File: config.mk
export PLATFORM = sky130hd
export DESIGN_NAME = clipped_rect_framebuffer_write_top_flat
export DESIGN_NICKNAME = d
export VERILOG_FILES = /design/src/rtl/crfw_pkg.sv /design/src/rtl/crfw_intf.sv /design/src/rtl/clipped_rect_framebuffer_write_top.sv /design/src/rtl/crfw_coord.sv /design/src/rtl/crfw_addr.sv /design/src/flat_wrapper.sv
export VERILOG_INCLUDE_DIRS = /design/src /design/src/rtl
export SDC_FILE = /design/constraint.sdc
export NUM_CORES = 1
export LEC_CHECK = 0
export BUFFER_PORTS_ARGS = -buffer_cell sky130_fd_sc_hd__buf_4
export CORE_MARGIN = 3
export CORE_UTILIZATION = 60
export DETAILED_ROUTE_END_ITERATION = 16
export GPL_ROUTABILITY_DRIVEN = 0
export GPL_TIMING_DRIVEN = 0
export PLACE_DENSITY_LB_ADDON = 0.12
export SYNTH_ARGS = -nofsm -noshare
export SYNTH_HDL_FRONTEND = slang
export SYNTH_SLANG_ARGS = --single-unit
File: constraint.sdc
create_clock -name clk_i -period 9.75 [get_ports clk_i]
set_input_delay 0.975 -clock clk_i [delete_from_list [all_inputs] [get_ports clk_i]]
set_output_delay 0.975 -clock clk_i [all_outputs]
set_load 0.05 [all_outputs]
File: src/rtl/clipped_rect_framebuffer_write_top_macros.svh
// Assertion macros used by crfw_coord.
`ifndef CLIPPED_RECT_FRAMEBUFFER_WRITE_TOP_MACROS_SVH
`define CLIPPED_RECT_FRAMEBUFFER_WRITE_TOP_MACROS_SVH

`ifndef SYNTHESIS
`define CRFW_ASSERT(lbl, ante, cons) \
  lbl: assert property (@(posedge clk_i) disable iff (!rst_ni) (ante) |-> (cons)) \
    else $error("crfw assertion failed");
`define CRFW_ASSERT_NXT(lbl, ante, cons) \
  lbl: assert property (@(posedge clk_i) disable iff (!rst_ni) (ante) |=> (cons)) \
    else $error("crfw assertion failed");
`else
`define CRFW_ASSERT(lbl, ante, cons)
`define CRFW_ASSERT_NXT(lbl, ante, cons)
`endif

`endif

File: src/rtl/crfw_pkg.sv
package crfw_pkg;

  localparam int CntW = 11;
  localparam int PosW = 12;
  localparam int CrdW = 13;
  localparam int IdxW = 19;
  localparam int PixW = 32;

  localparam logic [CntW-1:0] CntMax = '1;

  typedef struct packed {
    logic [CntW-1:0] sx;
    logic [CntW-1:0] sy;
    logic [PixW-1:0] pixel;
  } crd_t;

endpackage

File: src/rtl/crfw_intf.sv
interface crfw_pix_if;
  logic                                  valid;
  logic                                  ready;
  logic                                  first_pixel;
  logic signed [crfw_pkg::PosW-1:0]      rect_x;
  logic signed [crfw_pkg::PosW-1:0]      rect_y;
  logic        [crfw_pkg::CntW-1:0]      rect_w;
  logic        [crfw_pkg::CntW-1:0]      rect_h;
  logic        [crfw_pkg::PixW-1:0]      pixel_value;

  modport source (output valid, first_pixel, rect_x, rect_y, rect_w, rect_h, pixel_value,
                  input ready);
  modport sink   (input valid, first_pixel, rect_x, rect_y, rect_w, rect_h, pixel_value,
                  output ready);
endinterface

interface crfw_wr_if;
  logic                          valid;
  logic                          ready;
  logic [crfw_pkg::IdxW-1:0]     fb_word_index;
  logic [crfw_pkg::PixW-1:0]     pixel_out;

  modport source (output valid, fb_word_index, pixel_out, input ready);
  modport sink   (input valid, fb_word_index, pixel_out, output ready);
endinterface

File: src/rtl/clipped_rect_framebuffer_write_top.sv
// A request that lands on screen has its write registered in crfw_coord, then in crfw_addr.
// Throughput: one request per cycle while wr_o is ready; set by the clip stage
// and the index multiply-add stage, each with a single register slot.
// Requests off screen, outside the rectangle or with zero size give no write.
// Reset (async, active low) clears the column/row counters and both valid flags.
module clipped_rect_framebuffer_write_top #(
  parameter int SCREEN_WIDTH  = 640,
  parameter int SCREEN_HEIGHT = 480
) (
  input  logic       clk_i,
  input  logic       rst_ni,
  crfw_pix_if.sink   pix_i,
  crfw_wr_if.source  wr_o
);
  import crfw_pkg::*;

  crd_t crd;
  logic crd_valid, crd_ready;

  crfw_coord #(
    .SCREEN_WIDTH  (SCREEN_WIDTH),
    .SCREEN_HEIGHT (SCREEN_HEIGHT)
  ) u_coord (
    .clk_i       (clk_i),
    .rst_ni      (rst_ni),
    .pix_i       (pix_i),
    .crd_o       (crd),
    .crd_valid_o (crd_valid),
    .crd_ready_i (crd_ready)
  );

  crfw_addr #(
    .SCREEN_WIDTH (SCREEN_WIDTH)
  ) u_addr (
    .clk_i       (clk_i),
    .rst_ni      (rst_ni),
    .crd_i       (crd),
    .crd_valid_i (crd_valid),
    .crd_ready_o (crd_ready),
    .wr_o        (wr_o)
  );

endmodule

File: src/rtl/crfw_coord.sv
`include "clipped_rect_framebuffer_write_top_macros.svh"

module crfw_coord #(
  parameter int SCREEN_WIDTH  = 640,
  parameter int SCREEN_HEIGHT = 480
) (
  input  logic            clk_i,
  input  logic            rst_ni,
  crfw_pix_if.sink        pix_i,
  output crfw_pkg::crd_t  crd_o,
  output logic            crd_valid_o,
  input  logic            crd_ready_i
);
  import crfw_pkg::*;

  localparam logic [CrdW-1:0] ScrW = CrdW'(SCREEN_WIDTH);
  localparam logic [CrdW-1:0] ScrH = CrdW'(SCREEN_HEIGHT);

  logic [CntW-1:0] col_q, col_d, row_q, row_d;
  logic [CntW-1:0] col_base, row_base;
  logic [CntW:0]   col_inc;
  logic [CrdW-1:0] sx, sy;
  logic            accept, skip, on_screen, crd_valid_q;
  crd_t            crd_q;

  assign pix_i.ready = !crd_valid_q || crd_ready_i;
  assign accept      = pix_i.valid && pix_i.ready;

  assign col_base = pix_i.first_pixel ? '0 : col_q;
  assign row_base = pix_i.first_pixel ? '0 : row_q;
  assign skip     = (pix_i.rect_w == '0) || (pix_i.rect_h == '0) || (row_base >= pix_i.rect_h);

  assign sx = {pix_i.rect_x[PosW-1], pix_i.rect_x} + {2'b00, col_base};
  assign sy = {pix_i.rect_y[PosW-1], pix_i.rect_y} + {2'b00, row_base};
  assign on_screen = !sx[CrdW-1] && (sx < ScrW) && !sy[CrdW-1] && (sy < ScrH);

  assign col_inc = {1'b0, col_base} + {{CntW{1'b0}}, 1'b1};

  always_comb begin
    col_d = col_base;
    row_d = row_base;
    if (!skip) begin
      if (col_inc >= {1'b0, pix_i.rect_w}) begin
        col_d = '0;
        if (row_base < CntMax) begin
          row_d = row_base + {{(CntW-1){1'b0}}, 1'b1};
        end
      end else begin
        col_d = col_inc[CntW-1:0];
      end
    end
  end

  always_ff @(posedge clk_i or negedge rst_ni) begin
    if (!rst_ni) begin
      col_q       <= '0;
      row_q       <= '0;
      crd_valid_q <= 1'b0;
    end else begin
      if (accept) begin
        col_q <= col_d;
        row_q <= row_d;
      end
      if (pix_i.ready) begin
        crd_valid_q <= accept && !skip && on_screen;
      end
    end
  end

  always_ff @(posedge clk_i) begin
    if (pix_i.ready) begin
      crd_q.sx    <= sx[CntW-1:0];
      crd_q.sy    <= sy[CntW-1:0];
      crd_q.pixel <= pix_i.pixel_value;
    end
  end

  assign crd_o       = crd_q;
  assign crd_valid_o = crd_valid_q;

  `CRFW_ASSERT_NXT(a_first_empty_clears, accept && pix_i.first_pixel && (pix_i.rect_w == '0), (col_q == '0) && (row_q == '0))
  `CRFW_ASSERT_NXT(a_row_step, accept && !pix_i.first_pixel, (row_q == $past(row_q)) || (row_q == $past(row_q) + 1'b1))
  `CRFW_ASSERT_NXT(a_stall_holds, crd_valid_q && !crd_ready_i, crd_valid_q && $stable(crd_q))
  `CRFW_ASSERT(a_hit_on_screen, crd_valid_q, (crd_q.sx < ScrW[CntW-1:0]) || (ScrW[CntW]))

endmodule

File: src/rtl/crfw_addr.sv
module crfw_addr #(
  parameter int SCREEN_WIDTH = 640
) (
  input  logic            clk_i,
  input  logic            rst_ni,
  input  crfw_pkg::crd_t  crd_i,
  input  logic            crd_valid_i,
  output logic            crd_ready_o,
  crfw_wr_if.source       wr_o
);
  import crfw_pkg::*;

  localparam logic [CntW-1:0] ScrW = CntW'(SCREEN_WIDTH);

  logic [2*CntW-1:0] prod;
  logic [2*CntW:0]   sum;
  logic              valid_q;
  logic [IdxW-1:0]   idx_q;
  logic [PixW-1:0]   pix_q;

  assign crd_ready_o = !valid_q || wr_o.ready;

  assign prod = {{CntW{1'b0}}, crd_i.sy} * {{CntW{1'b0}}, ScrW};
  assign sum  = {1'b0, prod} + {{(CntW+1){1'b0}}, crd_i.sx};

  always_ff @(posedge clk_i or negedge rst_ni) begin
    if (!rst_ni) begin
      valid_q <= 1'b0;
    end else if (crd_ready_o) begin
      valid_q <= crd_valid_i;
    end
  end

  always_ff @(posedge clk_i) begin
    if (crd_ready_o) begin
      idx_q <= sum[IdxW-1:0];
      pix_q <= crd_i.pixel;
    end
  end

  assign wr_o.valid         = valid_q;
  assign wr_o.fb_word_index = idx_q;
  assign wr_o.pixel_out     = pix_q;

endmodule
File: src/flat_wrapper.sv
// flat-port wrapper written by rule: the top's interface ports become plain ports
module clipped_rect_framebuffer_write_top_flat import crfw_pkg::*;
#(
  parameter int SCREEN_WIDTH  = 640,
  parameter int SCREEN_HEIGHT = 480
)
  (clk_i, rst_ni, pix_i_valid, pix_i_first_pixel, pix_i_rect_x, pix_i_rect_y, pix_i_rect_w, pix_i_rect_h, pix_i_pixel_value, pix_i_ready, wr_o_valid, wr_o_fb_word_index, wr_o_pixel_out, wr_o_ready);
  crfw_pix_if pix_i_i ();
  crfw_wr_if wr_o_i ();
  input  logic clk_i;
  input  logic rst_ni;
  input wire logic [$bits(pix_i_i.valid)-1:0] pix_i_valid;
  input wire logic [$bits(pix_i_i.first_pixel)-1:0] pix_i_first_pixel;
  input wire logic [$bits(pix_i_i.rect_x)-1:0] pix_i_rect_x;
  input wire logic [$bits(pix_i_i.rect_y)-1:0] pix_i_rect_y;
  input wire logic [$bits(pix_i_i.rect_w)-1:0] pix_i_rect_w;
  input wire logic [$bits(pix_i_i.rect_h)-1:0] pix_i_rect_h;
  input wire logic [$bits(pix_i_i.pixel_value)-1:0] pix_i_pixel_value;
  output wire logic [$bits(pix_i_i.ready)-1:0] pix_i_ready;
  output wire logic [$bits(wr_o_i.valid)-1:0] wr_o_valid;
  output wire logic [$bits(wr_o_i.fb_word_index)-1:0] wr_o_fb_word_index;
  output wire logic [$bits(wr_o_i.pixel_out)-1:0] wr_o_pixel_out;
  input wire logic [$bits(wr_o_i.ready)-1:0] wr_o_ready;
  assign pix_i_i.valid = pix_i_valid;
  assign pix_i_i.first_pixel = pix_i_first_pixel;
  assign pix_i_i.rect_x = pix_i_rect_x;
  assign pix_i_i.rect_y = pix_i_rect_y;
  assign pix_i_i.rect_w = pix_i_rect_w;
  assign pix_i_i.rect_h = pix_i_rect_h;
  assign pix_i_i.pixel_value = pix_i_pixel_value;
  assign pix_i_ready = pix_i_i.ready;
  assign wr_o_valid = wr_o_i.valid;
  assign wr_o_fb_word_index = wr_o_i.fb_word_index;
  assign wr_o_pixel_out = wr_o_i.pixel_out;
  assign wr_o_i.ready = wr_o_ready;
  clipped_rect_framebuffer_write_top #(.SCREEN_WIDTH(SCREEN_WIDTH), .SCREEN_HEIGHT(SCREEN_HEIGHT)) u_core (.clk_i(clk_i), .rst_ni(rst_ni), .pix_i(pix_i_i), .wr_o(wr_o_i));
endmodule
==> metrics list <==
* Quantity of gates resized following cts: 0
- Netlist area before placement: 7358 sq um
* Outcome: finished, final reports clean
* Wire length of the first global-routing pass: 27650 um
- Detailed Place HPWL: 12880 um
- Clock root buffer: sky130_fd_sc_hd__clkbuf_16
- Using the TritonRoute via totals, the vias-per-cell ratio works out to 5.959.
* Clock skew: 0.008937 ns
* TritonCTS clock tree: yes
* Clock input transition at the sequential cells of the worst setup and hold paths: 0.05 ns
- Violation count after the first detailed-routing iteration: 498
- Once the floorplan was initialized, standard cells occupied 62.83% of the core.
- The detailed router placed 5703 vias in this run.
* Dominant cells by area after synthesis: sky130_fd_sc_hd__edfxtp_1, sky130_fd_sc_hd__ha_1, sky130_fd_sc_hd__dfrtp_1
- Final number of max-transition violations: 0
- Most numerous cell types in the synthesized netlist: sky130_fd_sc_hd__edfxtp_1, sky130_fd_sc_hd__ha_1, sky130_fd_sc_hd__nand2_1
- Vias in the first global route: 5846
- In this run the tool buffered the top-level ports with 133 buffer cells.
- Register-to-Register Path Depth: 15
- Power density over the cells: 178.0 nW/um^2
- Vertical die dimension: 116.7 um
* Die width: 116.7 um
- Of the post-synthesis cell area, the dominant cell type holds 42.85%.
- Final core utilization: 78.34%
- Critical register-to-register path endpoint: u_core.u_coord.row_q[5]$_DFFE_PN0P_
- The biggest area contributor in the post-synthesis netlist is sky130_fd_sc_hd__edfxtp_1.
- Setup Crit Path Kind: in -> reg
* Critical path endpoint category: register
- In the routed design, unresolved DRC markers number 0.
- Type of origin of the critical path: primary input
* Total Nets Final: 946
* Antenna violation net count after detailed routing: 0
- Counting the fill cells in the layout gives 734.
- Synth warn: 0
* Die Outline Area: 13630 sq um
- Site row count: 39
- Maximum fanout encountered on the critical timing path: 10
* Number of clock sinks seen by CTS: 129
- Synth Area per Inst: 11.41 sq um
- Share of flip-flops with an asynchronous set or reset: 18.60%
- In the finished design, the share of the clock period the worst path needs comes to 52.31%.
* Worst slew pin tran: 0.9631 ns
* Tmin final: 5.100 ns
- Maximum buffer depth of the clock tree: 2
- In the synthesized netlist the dominant register cell turns out to be sky130_fd_sc_hd__edfxtp_1.
- Global routing used 26.66% of the available tracks.
- The worst-case IR drop observed on VDD is 0.1309 mV.
- Setup slack on the worst flop-to-flop path: 6.32 ns
- Register bit count reported by yosys: 129
* Number of endpoints failing setup at the final stage: 0
- Layout cell share with drive strength beyond 1: 23.83%
- Area grow syn2layout: 24.69%
- Global routing finished with a remaining overflow of 0.
- Synth cell types: 79
* Sequential cell area fraction in the yosys report: 51.01%
- Iteration count of the initial detailed-routing pass: 7
- Static timing analysis puts the maximum clock frequency at 196.1 MHz.
* Terminating pin of the worst hold path: u_core.u_addr.wr_o.pixel_out[5]$_DFFE_PP_
- The later pin in the worst-skew pair is clocked with a latency of 0.42 ns.
* Area of the multi-input gates: 3373 sq um
* Number of buffers inserted during clock tree synthesis: 17
* Pin count of the biggest net entering global routing: 31
- Max cap viols: 0
- Across the whole layout, storage elements account for 3754 sq um.
* Synthesized instance count: 645
* Number of antenna diodes: 0
- Dividing the detail-routed wire length by the instance count gives 18.69 um.
* Most frequently used cell type in the post-synthesis netlist: sky130_fd_sc_hd__edfxtp_1
- Setup repair after global routing left no endpoint under its margin.
- Placed cell count: 925
- Summed over all layers, the routed wires come to 17890 um.
* Setup total negative slack: 0 ns
* EDFF count, synth: 105
* Min-Delay Path Class: reg -> reg
* Rel. slew slack: 35.51%
* Hold buffer count at CTS: 0
- Data on the critical path is required at its endpoint by 10.08 ns.
* Non-Filler Instances: 957
- Startpoint of the worst hold path: u_core.u_coord.crd_o[5]$_DFFE_PN_
* Buffers inserted by post-CTS timing repair: 0
- Static leakage power: 4.101 nW
- Syn nets: 790
- Total count of hold-check failures in the final report: 0
* CTS HTree Levels: 4
- The initial antenna violation count came to 0.
* IO Count: 136
- The worst hold path was traced through 0 stages.
* Reg-to-reg critical path startpoint: u_core.u_coord.col_q[4]$_DFFE_PN0P_
- Core box area: 11710 sq um
- CP arrival: 5.43 ns
-- critical path, cell delays in order --
cell and delay [ns]:
sky130_fd_sc_hd__buf_4 0.12, sky130_fd_sc_hd__buf_2 0.26, sky130_fd_sc_hd__clkbuf_1 0.39, sky130_fd_sc_hd__clkbuf_1 0.50, sky130_fd_sc_hd__clkbuf_1 0.54, sky130_fd_sc_hd__nor2b_1 0.21, sky130_fd_sc_hd__ha_1 0.34, sky130_fd_sc_hd__a21o_1 0.18
sky130_fd_sc_hd__a31oi_1 0.25, sky130_fd_sc_hd__o211ai_1 0.44, sky130_fd_sc_hd__nor2_1 0.39, sky130_fd_sc_hd__nand3_1 0.17, sky130_fd_sc_hd__a2111oi_4 0.35, sky130_fd_sc_hd__nand4b_1 0.16, sky130_fd_sc_hd__a22oi_2 0.15
-- final cells by class --
cell class              count  share of cell area, %
multi-input cells         460                  36.77
inverters                  37                  1.514
clock inverters            14                  1.418
well taps                 143                  1.950
flip-flops and latches    129                  40.91
repair buffers            137                  11.73
plain buffers              19                  1.036
clock buffers              18                  4.677
-- metrics by stage --
stage	cell area [sq um]	hold WS, ns	worst slack, ns	power, mW
floorplan	7358	0.4003	5.342	0.9251
global placement	8536	0.4006	4.362	1.024
detailed placement	8616	0.4045	4.357	1.040
CTS	9175	0.4151	4.785	1.639
global route	9175	0.4232	4.400	1.691
finish	9175	0.4154	4.650	1.633
-- cells by family (layout without fill, tap and decap cells) --
kind of cell / count (synthesis) / count (layout) / share of synthesized area (%)
AO/OA/AOI/OAI: 137 / 137 / 13.01
XOR/XNOR: 53 / 53 / 6.308
adder cells (fa/ha/maj): 64 / 64 / 11.14
buffers and inverters: 56 / 225 / 3.180
flip-flops: 129 / 129 / 51.01
multiplexers: 3 / 3 / 0.4251
AND/OR/NAND/NOR: 203 / 203 / 14.93
-- worst max path at each step --
stage / start / end / slack (ns) / depth (start not counted)
2_1_floorplan: wr_o_ready / u_core.u_coord.col_q[6]$_DFFE_PN0P_ / 5.34 / 7
3_3_place_gp: pix_i_first_pixel / u_core.u_coord.crd_valid_o$_DFFE_PN0N_ / 4.36 / 15
3_5_place_dp: pix_i_first_pixel / u_core.u_coord.crd_valid_o$_DFFE_PN0N_ / 4.36 / 15
4_1_cts: pix_i_first_pixel / u_core.u_coord.crd_valid_o$_DFFE_PN0N_ / 4.79 / 15
5_1_grt: pix_i_first_pixel / u_core.u_coord.crd_valid_o$_DFFE_PN0N_ / 4.40 / 16
6_report: pix_i_first_pixel / u_core.u_coord.crd_valid_o$_DFFE_PN0N_ / 4.65 / 15
-- layer usage --
| metal | global-route usage, % | up-vias | routed length [um] |
|---|---|---|---|
| li1 | - | 2702 | - |
| met1 | 28.78 | 2705 | 6615 |
| met2 | 48.69 | 236 | 9297 |
| met3 | 6.995 | 60 | 1368 |
| met4 | 12.00 | 0 | 605 |
| met5 | 0 | - | 0 |
-- power breakdown --
part | switching, mW | internal, mW | leakage, nW
clock | 0.244 | 0.354 | 0.273
sequential | 0.0203 | 0.657 | 1.44
combinational | 0.227 | 0.132 | 2.39
total | 0.491 | 1.14 | 4.10
-- state kept, by name, summed over array words and instances, names as in the netlist --
signal                            cells
u_core.u_addr.wr_o.fb_word_index     19
u_core.u_addr.wr_o.pixel_out         32
u_core.u_coord.crd_o                 54
u_core.u_addr.wr_o.valid              1
u_core.u_coord.col_q                 11
u_core.u_coord.crd_valid_o            1
u_core.u_coord.row_q                 11
-- cells in the final DEF, fill, tap and decap left out, types with 5 or more instances in the layout --
cell type / count
sky130_fd_sc_hd__a211oi_1: 6
sky130_fd_sc_hd__a21o_1: 11
sky130_fd_sc_hd__a21oi_1: 29
sky130_fd_sc_hd__a22o_1: 5
sky130_fd_sc_hd__a31oi_1: 5
sky130_fd_sc_hd__and2_1: 7
sky130_fd_sc_hd__and3_1: 9
sky130_fd_sc_hd__buf_4: 136
sky130_fd_sc_hd__clkbuf_1: 11
sky130_fd_sc_hd__clkbuf_16: 17
sky130_fd_sc_hd__dfrtp_1: 24
sky130_fd_sc_hd__edfxtp_1: 105
sky130_fd_sc_hd__ha_1: 59
sky130_fd_sc_hd__inv_1: 37
sky130_fd_sc_hd__inv_6: 5
sky130_fd_sc_hd__nand2_1: 42
sky130_fd_sc_hd__nand2b_1: 11
sky130_fd_sc_hd__nand3_1: 15
sky130_fd_sc_hd__nand4_1: 5
sky130_fd_sc_hd__nor2_1: 41
sky130_fd_sc_hd__nor2b_1: 22
sky130_fd_sc_hd__nor3_1: 16
sky130_fd_sc_hd__nor4_1: 5
sky130_fd_sc_hd__o211ai_1: 7
sky130_fd_sc_hd__o21ai_0: 26
sky130_fd_sc_hd__xnor2_1: 30
sky130_fd_sc_hd__xor2_1: 23
(Power assumes the default switching activity.)
